$ cat src/rtl/tgc_pkg.sv
// Shared constants, types and helper functions of the touch gesture classifier.
// No dependencies; compiled first.
`default_nettype none

package tgc_pkg;

  // screen geometry and raw controller span
  localparam int SCREEN_WIDTH  = 320;
  localparam int SCREEN_HEIGHT = 240;
  localparam int RAW_SPAN      = 240;

  // field widths
  localparam int RAW_W  = 12;
  localparam int CNT_W  = 4;
  localparam int TIME_W = 32;
  localparam int MS_W   = 16;
  localparam int PX_W   = 9;
  localparam int X_W    = 9;
  localparam int Y_W    = 8;
  localparam int SQ_W   = 18;
  localparam int G_W    = 3;

  // configuration port
  localparam int CFG_AW = 5;
  localparam int DATA_W = 32;
  localparam int IDX_W  = 3;

  typedef enum logic [G_W-1:0] {
    G_NONE   = 3'd0,
    G_TAP    = 3'd1,
    G_LONG   = 3'd2,
    G_SWIPE  = 3'd3,
    G_DOUBLE = 3'd4
  } gesture_t;

  typedef enum logic [IDX_W-1:0] {
    REG_MULTI_TAP_GAP = 3'd0,
    REG_LONG_PRESS    = 3'd1,
    REG_STILL_TOL     = 3'd2,
    REG_SWIPE_MIN     = 3'd3,
    REG_SWIPE_MAX     = 3'd4,
    REG_TAP_MAX       = 3'd5,
    REG_MULTI_TAP_RAD = 3'd6
  } reg_idx_t;

  // register reset values
  localparam logic [MS_W-1:0] RST_MULTI_TAP_GAP = 16'd300;
  localparam logic [MS_W-1:0] RST_LONG_PRESS    = 16'd600;
  localparam logic [PX_W-1:0] RST_STILL_TOL     = 9'd12;
  localparam logic [PX_W-1:0] RST_SWIPE_MIN     = 9'd40;
  localparam logic [MS_W-1:0] RST_SWIPE_MAX     = 16'd500;
  localparam logic [MS_W-1:0] RST_TAP_MAX       = 16'd300;
  localparam logic [PX_W-1:0] RST_MULTI_TAP_RAD = 9'd30;

  function automatic logic [SQ_W-1:0] sq_px(input logic [PX_W-1:0] v);
    logic [2*PX_W-1:0] p;
    p = v * v;
    return p[SQ_W-1:0];
  endfunction

  // squared distance between two screen points; fits 18 bits on screen
  function automatic logic [SQ_W-1:0] dist_sq(input logic [X_W-1:0] ax,
                                              input logic [Y_W-1:0] ay,
                                              input logic [X_W-1:0] bx,
                                              input logic [Y_W-1:0] by);
    logic [X_W-1:0]   dx;
    logic [Y_W-1:0]   dy;
    logic [2*X_W-1:0] dx2;
    logic [2*Y_W-1:0] dy2;
    logic [SQ_W:0]    s;
    dx  = (ax > bx) ? ax - bx : bx - ax;
    dy  = (ay > by) ? ay - by : by - ay;
    dx2 = dx * dx;
    dy2 = dy * dy;
    s   = (SQ_W+1)'(dx2) + (SQ_W+1)'(dy2);
    return s[SQ_W-1:0];
  endfunction

endpackage

`default_nettype wire

$ cat src/rtl/tgc_sample_if.sv
// Input channel of the touch gesture classifier: one tick with an optional sample.
// Depends on tgc_pkg for field widths.
`default_nettype none

interface tgc_sample_if;
  import tgc_pkg::*;

  logic              valid;
  logic              ready;
  logic              has_sample;
  logic [CNT_W-1:0]  finger_count;
  logic [RAW_W-1:0]  raw_x;
  logic [RAW_W-1:0]  raw_y;
  logic [TIME_W-1:0] now_ms;

  modport source (output valid, has_sample, finger_count, raw_x, raw_y, now_ms,
                  input ready);
  modport sink (input valid, has_sample, finger_count, raw_x, raw_y, now_ms,
                output ready);
endinterface

`default_nettype wire

$ cat src/rtl/tgc_result_if.sv
// Result channel of the touch gesture classifier: gesture code and position.
// Depends on tgc_pkg for field widths.
`default_nettype none

interface tgc_result_if;
  import tgc_pkg::*;

  logic           valid;
  logic           ready;
  logic [G_W-1:0] gesture;
  logic [X_W-1:0] pos_x;
  logic [Y_W-1:0] pos_y;

  modport source (output valid, gesture, pos_x, pos_y, input ready);
  modport sink (input valid, gesture, pos_x, pos_y, output ready);
endinterface

`default_nettype wire

$ cat src/rtl/touch_gesture_classifier_core.sv
// Touch gesture classifier core: APB register file, input register and classifier step.
// Depends on tgc_pkg, tgc_sample_if and tgc_result_if.
//
// Each accepted tick gives exactly one result (gesture none when nothing happened).
// The block takes one tick per cycle while the result channel is not stalled. An accepted
// tick is rotated and clamped into an input register, and the whole classifier step
// (squared distances, time compares, state update) is combinational between that register
// and the result register. When the result is not taken, the input register still
// holds one more tick before ready drops. Registers sit at byte address 4*i; the user must
// see that they are written only while the block is idle, which the block does not enforce.
`default_nettype none

module touch_gesture_classifier_core (
  input  logic                        clk,
  input  logic                        rst,
  input  logic                        psel,
  input  logic                        penable,
  input  logic                        pwrite,
  input  logic [tgc_pkg::CFG_AW-1:0]  paddr,
  input  logic [tgc_pkg::DATA_W-1:0]  pwdata,
  output logic [tgc_pkg::DATA_W-1:0]  prdata,
  output logic                        pready,
  tgc_sample_if.sink                  sample,
  tgc_result_if.source                result
);
  import tgc_pkg::*;

  // configuration registers
  logic [MS_W-1:0] multi_tap_gap_ms;
  logic [MS_W-1:0] long_press_ms;
  logic [PX_W-1:0] still_tolerance_px;
  logic [PX_W-1:0] swipe_min_px;
  logic [MS_W-1:0] swipe_max_ms;
  logic [MS_W-1:0] tap_max_ms;
  logic [PX_W-1:0] multi_tap_radius_px;
  // squared thresholds, kept alongside their registers
  logic [SQ_W-1:0] still_sq;
  logic [SQ_W-1:0] swipe_min_sq;
  logic [SQ_W-1:0] radius_sq;

  logic     cfg_wr;
  reg_idx_t cfg_sel;
  logic [PX_W-1:0] wdata_px;

  assign pready   = 1'b1;
  assign cfg_wr   = psel && penable && pwrite;
  assign cfg_sel  = reg_idx_t'(paddr[CFG_AW-1:2]);
  assign wdata_px = pwdata[PX_W-1:0];

  always_ff @(posedge clk) begin
    if (rst) begin
      multi_tap_gap_ms    <= RST_MULTI_TAP_GAP;
      long_press_ms       <= RST_LONG_PRESS;
      still_tolerance_px  <= RST_STILL_TOL;
      swipe_min_px        <= RST_SWIPE_MIN;
      swipe_max_ms        <= RST_SWIPE_MAX;
      tap_max_ms          <= RST_TAP_MAX;
      multi_tap_radius_px <= RST_MULTI_TAP_RAD;
      still_sq            <= sq_px(RST_STILL_TOL);
      swipe_min_sq        <= sq_px(RST_SWIPE_MIN);
      radius_sq           <= sq_px(RST_MULTI_TAP_RAD);
    end else if (cfg_wr) begin
      case (cfg_sel)
        REG_MULTI_TAP_GAP: multi_tap_gap_ms <= pwdata[MS_W-1:0];
        REG_LONG_PRESS:    long_press_ms    <= pwdata[MS_W-1:0];
        REG_STILL_TOL: begin
          still_tolerance_px <= wdata_px;
          still_sq           <= sq_px(wdata_px);
        end
        REG_SWIPE_MIN: begin
          swipe_min_px <= wdata_px;
          swipe_min_sq <= sq_px(wdata_px);
        end
        REG_SWIPE_MAX:     swipe_max_ms <= pwdata[MS_W-1:0];
        REG_TAP_MAX:       tap_max_ms   <= pwdata[MS_W-1:0];
        REG_MULTI_TAP_RAD: begin
          multi_tap_radius_px <= wdata_px;
          radius_sq           <= sq_px(wdata_px);
        end
        default: ;
      endcase
    end
  end

  always_comb begin
    case (cfg_sel)
      REG_MULTI_TAP_GAP: prdata = DATA_W'(multi_tap_gap_ms);
      REG_LONG_PRESS:    prdata = DATA_W'(long_press_ms);
      REG_STILL_TOL:     prdata = DATA_W'(still_tolerance_px);
      REG_SWIPE_MIN:     prdata = DATA_W'(swipe_min_px);
      REG_SWIPE_MAX:     prdata = DATA_W'(swipe_max_ms);
      REG_TAP_MAX:       prdata = DATA_W'(tap_max_ms);
      REG_MULTI_TAP_RAD: prdata = DATA_W'(multi_tap_radius_px);
      default:           prdata = '0;
    endcase
  end

  // rotation and clamping of the raw sample
  localparam logic [RAW_W:0]   SPAN   = (RAW_W+1)'(RAW_SPAN);
  localparam logic [RAW_W:0]   X_LAST = (RAW_W+1)'(SCREEN_WIDTH - 1);
  localparam logic [RAW_W:0]   Y_LAST = (RAW_W+1)'(SCREEN_HEIGHT - 1);

  logic           map_touched;
  logic [X_W-1:0] map_x;
  logic [Y_W-1:0] map_y;
  logic [RAW_W:0] y_diff;

  always_comb begin
    map_touched = sample.finger_count inside {4'd1, 4'd2};
    if ((RAW_W+1)'(sample.raw_y) > X_LAST) map_x = X_LAST[X_W-1:0];
    else                                   map_x = sample.raw_y[X_W-1:0];
    y_diff = SPAN - (RAW_W+1)'(sample.raw_x);
    if ((RAW_W+1)'(sample.raw_x) >= SPAN) map_y = '0;
    else if (y_diff > Y_LAST)             map_y = Y_LAST[Y_W-1:0];
    else                                  map_y = y_diff[Y_W-1:0];
  end

  // input register
  logic              s_valid;
  logic              s_has;
  logic              s_touched;
  logic [X_W-1:0]    s_cx;
  logic [Y_W-1:0]    s_cy;
  logic [TIME_W-1:0] s_now;

  logic out_valid;
  logic adv;

  assign adv          = s_valid && (!out_valid || result.ready);
  assign sample.ready = !s_valid || adv;

  always_ff @(posedge clk) begin
    if (rst) begin
      s_valid <= 1'b0;
    end else if (sample.ready) begin
      s_valid <= sample.valid;
    end
  end

  always_ff @(posedge clk) begin
    if (sample.valid && sample.ready) begin
      s_has     <= sample.has_sample;
      s_touched <= map_touched;
      s_cx      <= map_x;
      s_cy      <= map_y;
      s_now     <= sample.now_ms;
    end
  end

  // classifier state
  logic              is_pressed, is_pressed_next;
  logic              long_sent, long_sent_next;
  logic              tap_pending, tap_pending_next;
  logic              wait_release, wait_release_next;
  logic [TIME_W-1:0] press_start_time, press_start_time_next;
  logic [TIME_W-1:0] tap_release_time, tap_release_time_next;
  logic [X_W-1:0]    press_x, press_x_next;
  logic [Y_W-1:0]    press_y, press_y_next;
  logic [X_W-1:0]    latest_x, latest_x_next;
  logic [Y_W-1:0]    latest_y, latest_y_next;
  logic [X_W-1:0]    tap_x, tap_x_next;
  logic [Y_W-1:0]    tap_y, tap_y_next;
  logic [SQ_W-1:0]   max_move_sq, max_move_sq_next;

  gesture_t          g;
  logic [X_W-1:0]    ox;
  logic [Y_W-1:0]    oy;
  logic [TIME_W-1:0] since_tap;
  logic [TIME_W-1:0] held;
  logic [TIME_W-1:0] held_new;
  logic [SQ_W-1:0]   d_press;
  logic [SQ_W-1:0]   d_tap;

  assign since_tap = s_now - tap_release_time;
  assign held      = s_now - press_start_time;
  assign d_press   = dist_sq(press_x, press_y, s_cx, s_cy);
  assign d_tap     = dist_sq(tap_x, tap_y, latest_x, latest_y);

  always_comb begin
    is_pressed_next       = is_pressed;
    long_sent_next        = long_sent;
    tap_pending_next      = tap_pending;
    wait_release_next     = wait_release;
    press_start_time_next = press_start_time;
    tap_release_time_next = tap_release_time;
    press_x_next          = press_x;
    press_y_next          = press_y;
    latest_x_next         = latest_x;
    latest_y_next         = latest_y;
    tap_x_next            = tap_x;
    tap_y_next            = tap_y;
    max_move_sq_next      = max_move_sq;
    g                     = G_NONE;
    ox                    = '0;
    oy                    = '0;
    held_new              = '0;

    if (tap_pending && !is_pressed && since_tap > TIME_W'(multi_tap_gap_ms)) begin
      // expiring tap wins, the sample of this tick is dropped
      tap_pending_next = 1'b0;
      g  = G_TAP;
      ox = tap_x;
      oy = tap_y;
    end else if (!s_has) begin
      g = G_NONE;
    end else if (wait_release) begin
      if (!s_touched) wait_release_next = 1'b0;
    end else if (s_touched) begin
      if (!is_pressed) begin
        is_pressed_next       = 1'b1;
        long_sent_next        = 1'b0;
        press_start_time_next = s_now;
        press_x_next          = s_cx;
        press_y_next          = s_cy;
        latest_x_next         = s_cx;
        latest_y_next         = s_cy;
        max_move_sq_next      = '0;
      end else begin
        latest_x_next = s_cx;
        latest_y_next = s_cy;
        if (d_press > max_move_sq) max_move_sq_next = d_press;
      end
      held_new = s_now - press_start_time_next;
      if (!long_sent_next && held_new >= TIME_W'(long_press_ms) &&
          max_move_sq_next <= still_sq) begin
        long_sent_next   = 1'b1;
        tap_pending_next = 1'b0;
        g  = G_LONG;
        ox = latest_x_next;
        oy = latest_y_next;
      end
    end else if (is_pressed) begin
      // release
      is_pressed_next = 1'b0;
      if (long_sent) begin
        g = G_NONE;
      end else if (held <= TIME_W'(swipe_max_ms) && max_move_sq >= swipe_min_sq) begin
        tap_pending_next = 1'b0;
        g  = G_SWIPE;
        ox = latest_x;
        oy = latest_y;
      end else if (held > TIME_W'(tap_max_ms) || max_move_sq > still_sq) begin
        g = G_NONE;
      end else if (tap_pending && since_tap <= TIME_W'(multi_tap_gap_ms) &&
                   d_tap <= radius_sq) begin
        tap_pending_next  = 1'b0;
        wait_release_next = 1'b1;
        g  = G_DOUBLE;
        ox = latest_x;
        oy = latest_y;
      end else begin
        tap_pending_next      = 1'b1;
        tap_release_time_next = s_now;
        tap_x_next            = latest_x;
        tap_y_next            = latest_y;
      end
    end
  end

  always_ff @(posedge clk) begin
    if (rst) begin
      is_pressed       <= 1'b0;
      long_sent        <= 1'b0;
      tap_pending      <= 1'b0;
      wait_release     <= 1'b0;
      press_start_time <= '0;
      tap_release_time <= '0;
      press_x          <= '0;
      press_y          <= '0;
      latest_x         <= '0;
      latest_y         <= '0;
      tap_x            <= '0;
      tap_y            <= '0;
      max_move_sq      <= '0;
    end else if (adv) begin
      is_pressed       <= is_pressed_next;
      long_sent        <= long_sent_next;
      tap_pending      <= tap_pending_next;
      wait_release     <= wait_release_next;
      press_start_time <= press_start_time_next;
      tap_release_time <= tap_release_time_next;
      press_x          <= press_x_next;
      press_y          <= press_y_next;
      latest_x         <= latest_x_next;
      latest_y         <= latest_y_next;
      tap_x            <= tap_x_next;
      tap_y            <= tap_y_next;
      max_move_sq      <= max_move_sq_next;
    end
  end

  // result register
  always_ff @(posedge clk) begin
    if (rst) begin
      out_valid <= 1'b0;
    end else if (adv) begin
      out_valid <= 1'b1;
    end else if (result.ready) begin
      out_valid <= 1'b0;
    end
  end

  always_ff @(posedge clk) begin
    if (adv) begin
      result.gesture <= g;
      result.pos_x   <= ox;
      result.pos_y   <= oy;
    end
  end

  assign result.valid = out_valid;

  // checks
  a_none_at_origin: assert property (@(posedge clk) disable iff (rst)
    out_valid && result.gesture == G_NONE |-> result.pos_x == '0 && result.pos_y == '0)
    else $error("gesture none with nonzero position");

  a_pos_on_screen: assert property (@(posedge clk) disable iff (rst)
    out_valid |-> (SQ_W)'(result.pos_x) < (SQ_W)'(SCREEN_WIDTH) &&
                  (SQ_W)'(result.pos_y) < (SQ_W)'(SCREEN_HEIGHT))
    else $error("result position off screen");

  a_wait_no_tap: assert property (@(posedge clk) disable iff (rst)
    wait_release |-> !tap_pending && !is_pressed)
    else $error("waiting for release with a tap pending or a press held");

  a_stall_holds_tick: assert property (@(posedge clk) disable iff (rst)
    s_valid && out_valid && !result.ready |=> s_valid && out_valid)
    else $error("tick lost while result stalled");

  a_long_needs_press: assert property (@(posedge clk) disable iff (rst)
    adv && g == G_LONG |=> is_pressed && long_sent)
    else $error("long press reported without a held press");

endmodule

`default_nettype wire

$ cat src/flat_wrapper.sv
// flat-port wrapper written by rule: the top's interface ports become plain ports
module touch_gesture_classifier_core_flat import tgc_pkg::*;
  (clk, rst, psel, penable, pwrite, paddr, pwdata, prdata, pready, sample_valid, sample_has_sample, sample_finger_count, sample_raw_x, sample_raw_y, sample_now_ms, sample_ready, result_valid, result_gesture, result_pos_x, result_pos_y, result_ready);
  tgc_sample_if sample_i ();
  tgc_result_if result_i ();
  input  logic clk;
  input  logic rst;
  input  logic psel;
  input  logic penable;
  input  logic pwrite;
  input  logic [tgc_pkg::CFG_AW-1:0] paddr;
  input  logic [tgc_pkg::DATA_W-1:0] pwdata;
  output logic [tgc_pkg::DATA_W-1:0] prdata;
  output logic pready;
  input wire logic [$bits(sample_i.valid)-1:0] sample_valid;
  input wire logic [$bits(sample_i.has_sample)-1:0] sample_has_sample;
  input wire logic [$bits(sample_i.finger_count)-1:0] sample_finger_count;
  input wire logic [$bits(sample_i.raw_x)-1:0] sample_raw_x;
  input wire logic [$bits(sample_i.raw_y)-1:0] sample_raw_y;
  input wire logic [$bits(sample_i.now_ms)-1:0] sample_now_ms;
  output wire logic [$bits(sample_i.ready)-1:0] sample_ready;
  output wire logic [$bits(result_i.valid)-1:0] result_valid;
  output wire logic [$bits(result_i.gesture)-1:0] result_gesture;
  output wire logic [$bits(result_i.pos_x)-1:0] result_pos_x;
  output wire logic [$bits(result_i.pos_y)-1:0] result_pos_y;
  input wire logic [$bits(result_i.ready)-1:0] result_ready;
  assign sample_i.valid = sample_valid;
  assign sample_i.has_sample = sample_has_sample;
  assign sample_i.finger_count = sample_finger_count;
  assign sample_i.raw_x = sample_raw_x;
  assign sample_i.raw_y = sample_raw_y;
  assign sample_i.now_ms = sample_now_ms;
  assign sample_ready = sample_i.ready;
  assign result_valid = result_i.valid;
  assign result_gesture = result_i.gesture;
  assign result_pos_x = result_i.pos_x;
  assign result_pos_y = result_i.pos_y;
  assign result_i.ready = result_ready;
  touch_gesture_classifier_core u_core (.clk(clk), .rst(rst), .psel(psel), .penable(penable), .pwrite(pwrite), .paddr(paddr), .pwdata(pwdata), .prdata(prdata), .pready(pready), .sample(sample_i), .result(result_i));
endmodule
$ cat config.mk
export PLATFORM = sky130hd
export DESIGN_NAME = touch_gesture_classifier_core_flat
export DESIGN_NICKNAME = d
export VERILOG_FILES = /design/src/rtl/tgc_pkg.sv /design/src/rtl/tgc_sample_if.sv /design/src/rtl/tgc_result_if.sv /design/src/rtl/touch_gesture_classifier_core.sv /design/src/flat_wrapper.sv
export SDC_FILE = /design/constraint.sdc
export NUM_CORES = 2
export LEC_CHECK = 0
export BUFFER_PORTS_ARGS = -buffer_cell sky130_fd_sc_hd__clkbuf_2
export CAP_MARGIN = 20
export CELL_PAD_IN_SITES_DETAIL_PLACEMENT = 1
export CELL_PAD_IN_SITES_GLOBAL_PLACEMENT = 1
export CORE_AREA = 2 2 264 266
export DETAILED_ROUTE_END_ITERATION = 7
export DIE_AREA = 0 0 266 268
export PLACE_DENSITY_LB_ADDON = 0.05
export SLEW_MARGIN = 15
export SYNTH_ARGS = -nofsm -noshare
export SYNTH_HDL_FRONTEND = slang
export SYNTH_SLANG_ARGS = --single-unit
$ cat constraint.sdc
create_clock -name clk -period 33.9 [get_ports clk]
set_input_delay 1.695 -clock clk [delete_from_list [all_inputs] [get_ports clk]]
set_output_delay 1.695 -clock clk [all_outputs]
set_load 0.01 [all_outputs]
==> results.yml <==
detailed_routing:
  num_vias: 30700
  postRouteAntennaNets: 0
  wl_per_cell_um: 20.4
  postRouteWirelength_mm: 108
  drt-pass1-iter-count: 8
  via_per_inst: 5.81
  first_iter_violations: 1329
  drcViolationCount: 0
sta:
  fin_skew_ps: 34.9
  period_needed_ps: 14300
  setup_violations: 0
  hold_ws_ps: 452
  drv_slew: 0
  finalHoldViolCount: 0
  rsz0062_at_grt: "false"
  relSlewSlack_pct: 26.6
  finalCritPeriodShare_pct: 42.2
  tns_ps: 0
  tightest_slew_ps: 1090
  fmax_ghz: 0.0699
cells_and_area:
  drive_gt1_share_pct: 7.21
  final_cell_mix: "inv_1 (613), nand2_1 (478), ha_1 (462), nor2_1 (338), a21oi_1 (319)"
  final_cells: 5281
  final_common_cell: "inv_1"
  syn2layout_area_growth_pct: 7.99
  fin_nets: 5153
  fin_area_um2: 39000
place:
  io_buffers: 124
  gp_congestion: 0.909
  place_area_um2: 37400
  dp_hpwl_mm: 85.1
  dp.cells: 5196
floorplanning:
  start_util_pct: 52.9
  ioPinCount: 160
  num_rows: 96
  core-area_um2: 68200
  die_area_um2: 71300
  dieWidth_um: 266
  die-height_um: 268
synth:
  syn_inst: 4321
  synth_area_um2: 36100
  netlist.area_leader.share_pct: 16.0
  synth_xor_area_share_pct: 3.67
  synth-simple-area-share_pct: 15.8
  synth_top_family_by_area: "adder cells"
  muxShareOfSynthArea_pct: 5.38
  ys_warn_count: 0
  synth_top_flop_cell: "dfxtp_1"
  synth_edf_count: 71
  ys_types: 88
  synth_compound_area_share_pct: 16.8
  yosys.area.top_type: "ha_1"
  synth_fa_ha_area_share_pct: 28.5
  ys_ff_latch: 349
  yosysSeqAreaShare_pct: 21.3
  synthArstFlopShare_pct: 0
  synth_area_leaders: "ha_1 (16%), dfxtp_1 (15%), fa_1 (12%), inv_1 (6.4%), edfxtp_1 (5.9%)"
  synth.avg_cell_area_um2: 8.35
worst_setup_path:
  cp_max_fo: 17
  criticalPathCategory: "flop to flop"
  start_kind: "flop"
  end_kind: "flop"
  cp_common_cell: "fa_1"
  arrival_ps: 14720
  crit_required_ps: 34320
  cp.buffers_inverters: 5
  crit_slowest_cell: "o21ai_1"
  cp_slowest_stage_delay_ps: 740
  crit_family: "compound AO/OA/AOI/OAI gates"
global_route:
  grt_max_degree: 96
  antenna_found_initial: 2
  grt_pass1_wl_mm: 174
  grt_remaining_overflow: 0
  grt_use_total_pct: 30.4
  grt_pass1_vias: 32600
clock_network:
  post_cts_buffers: 0
  clock-root-buffer: "clkbuf_16"
  ctsResizeCount: 0
  clock_sinks: 349
  hold_buffers: 0
  clkLatencyLatePin_ps: 600
  ctsLongestPathBuffers: 3
  clk_pin_slew_ps: 60
  cts_tree: "yes"
  cts_max_level: 2
  cts_made_buffers: 44
power:
  power.total_mw: 3.95
  vdd_drop_max_mv: 0.265
  leakage_nw: 17.3
  power.density_nw_per_um2: 101
outcome:
  status: "complete, no violations"
flow_run:
  drv_cap: 0
min_path:
  hold_path.class: "flop to flop"
path summary, 6_finish.rpt:
path                                        startpoint                                        end  slack, ps  cells after the start
max reg2reg               u_core.s_cy[0]$_SDFFCE_PP0P_           u_core.result.pos_x[0]$_DFFE_PP_      19600                     49
max                       u_core.s_cy[0]$_SDFFCE_PP0P_           u_core.result.pos_x[0]$_DFFE_PP_      19600                     49
min          u_core.still_tolerance_px[7]$_SDFFE_PP0P_  u_core.still_tolerance_px[7]$_SDFFE_PP0P_        450                      2
min reg2reg  u_core.still_tolerance_px[7]$_SDFFE_PP0P_  u_core.still_tolerance_px[7]$_SDFFE_PP0P_        450                      2
through the flow:
stage	util (%)	worst slack, ps
4_1_cts	57.0	19580
3_3_place_gp	54.8	19930
6_report	57.1	19600
2_1_floorplan	-	22020
5_1_grt	57.1	18730
3_5_place_dp	54.8	19740
logic make-up after synthesis:
kind of cell / Yosys count
compound gates: 923
mux: 177
xor+xnor: 151
other cells: 2
fa+ha+maj: 686
simple gates: 1242
buf+inv: 791
flops: 349
power breakdown:
part           total (mW)  leakage (nW)  internal, mW  switching [mW]
clock network       0.515         0.752         0.309           0.206
registers           0.458          2.93         0.443          0.0151
logic                2.98          13.6          1.30            1.68
total                3.95          17.3          2.05            1.91
routing by layer:
layer  vias up  routed length [um]  GRT usage [%]
met1     15200               46100           37.0
met5         -                  34              0
met2       544               54200           55.7
met4         4                3430           9.81
met3       175                3780           3.56
li1      14800                   -              -
cell type report:
type	count	area, um^2
Fill cell	8260	29300
Multi-Input combinational cell	3196	25400
Sequential cell	349	7700
Inverter	614	2300
Clock buffer	54	1170
Tap cell	882	1100
Timing Repair Buffer	157	905
Clock inverter	28	388
Antenna cell	1	2.50
cell usage after synthesis (9+ instances only):
| library cell | instances |
|---|---|
| buf_4 | 23 |
| a31oi_1 | 14 |
| xnor2_1 | 101 |
| xor2_1 | 50 |
| nor2b_1 | 43 |
| fa_1 | 224 |
| nor4_1 | 21 |
| o211ai_1 | 57 |
| o21bai_1 | 28 |
| nand4_1 | 44 |
| nor2_1 | 340 |
| a221oi_1 | 9 |
| o2111ai_1 | 10 |
| a22oi_1 | 11 |
| mux2_2 | 16 |
| a211oi_1 | 58 |
| or3_1 | 25 |
| nor3_1 | 45 |
| and4_1 | 11 |
| mux2i_1 | 149 |
| a211o_1 | 9 |
| dfxtp_1 | 278 |
| a21o_1 | 93 |
| o2bb2ai_1 | 19 |
| a2111oi_0 | 14 |
| mux4_2 | 12 |
| buf_2 | 20 |
| ha_1 | 462 |
| nand2b_1 | 43 |
| o31ai_1 | 17 |
| and2_1 | 50 |
| clkbuf_1 | 129 |
| nand2_1 | 478 |
| o21ai_0 | 128 |
| inv_1 | 613 |
| nand3_1 | 59 |
| o21a_1 | 30 |
| a21boi_0 | 9 |
| edfxtp_1 | 71 |
| and3_1 | 24 |
| nor3b_1 | 9 |
| or2_2 | 25 |
| a21oi_1 | 319 |
state kept, by name, summed over array words and instances, names as in the netlist, 9 cells and up:
name,flops
u_core.swipe_min_sq,16
u_core.tap_max_ms,16
u_core.still_sq,16
u_core.swipe_max_ms,16
u_core.max_move_sq,18
u_core.multi_tap_radius_px,9
u_core.multi_tap_gap_ms,16
u_core.press_start_time,32
u_core.swipe_min_px,9
u_core.long_press_ms,16
u_core.tap_x,9
u_core.tap_release_time,32
u_core.press_x,9
u_core.s_now,32
u_core.still_tolerance_px,9
u_core.s_cx,9
u_core.result.pos_x,9
u_core.latest_x,9
u_core.radius_sq,16
worst register-to-register path, delay by kind of cell, from the launching register on:
kind,cells,cell delay [ps]
buffers and inverters,5,820
XOR/XNOR,4,1100
AO/OA/AOI/OAI,18,4940
multiplexers,2,490
adder cells (fa/ha/maj),10,3950
AND/OR/NAND/NOR,10,2290
flip-flops,1,550
Note: power is estimated with default switching activity, not from simulation.
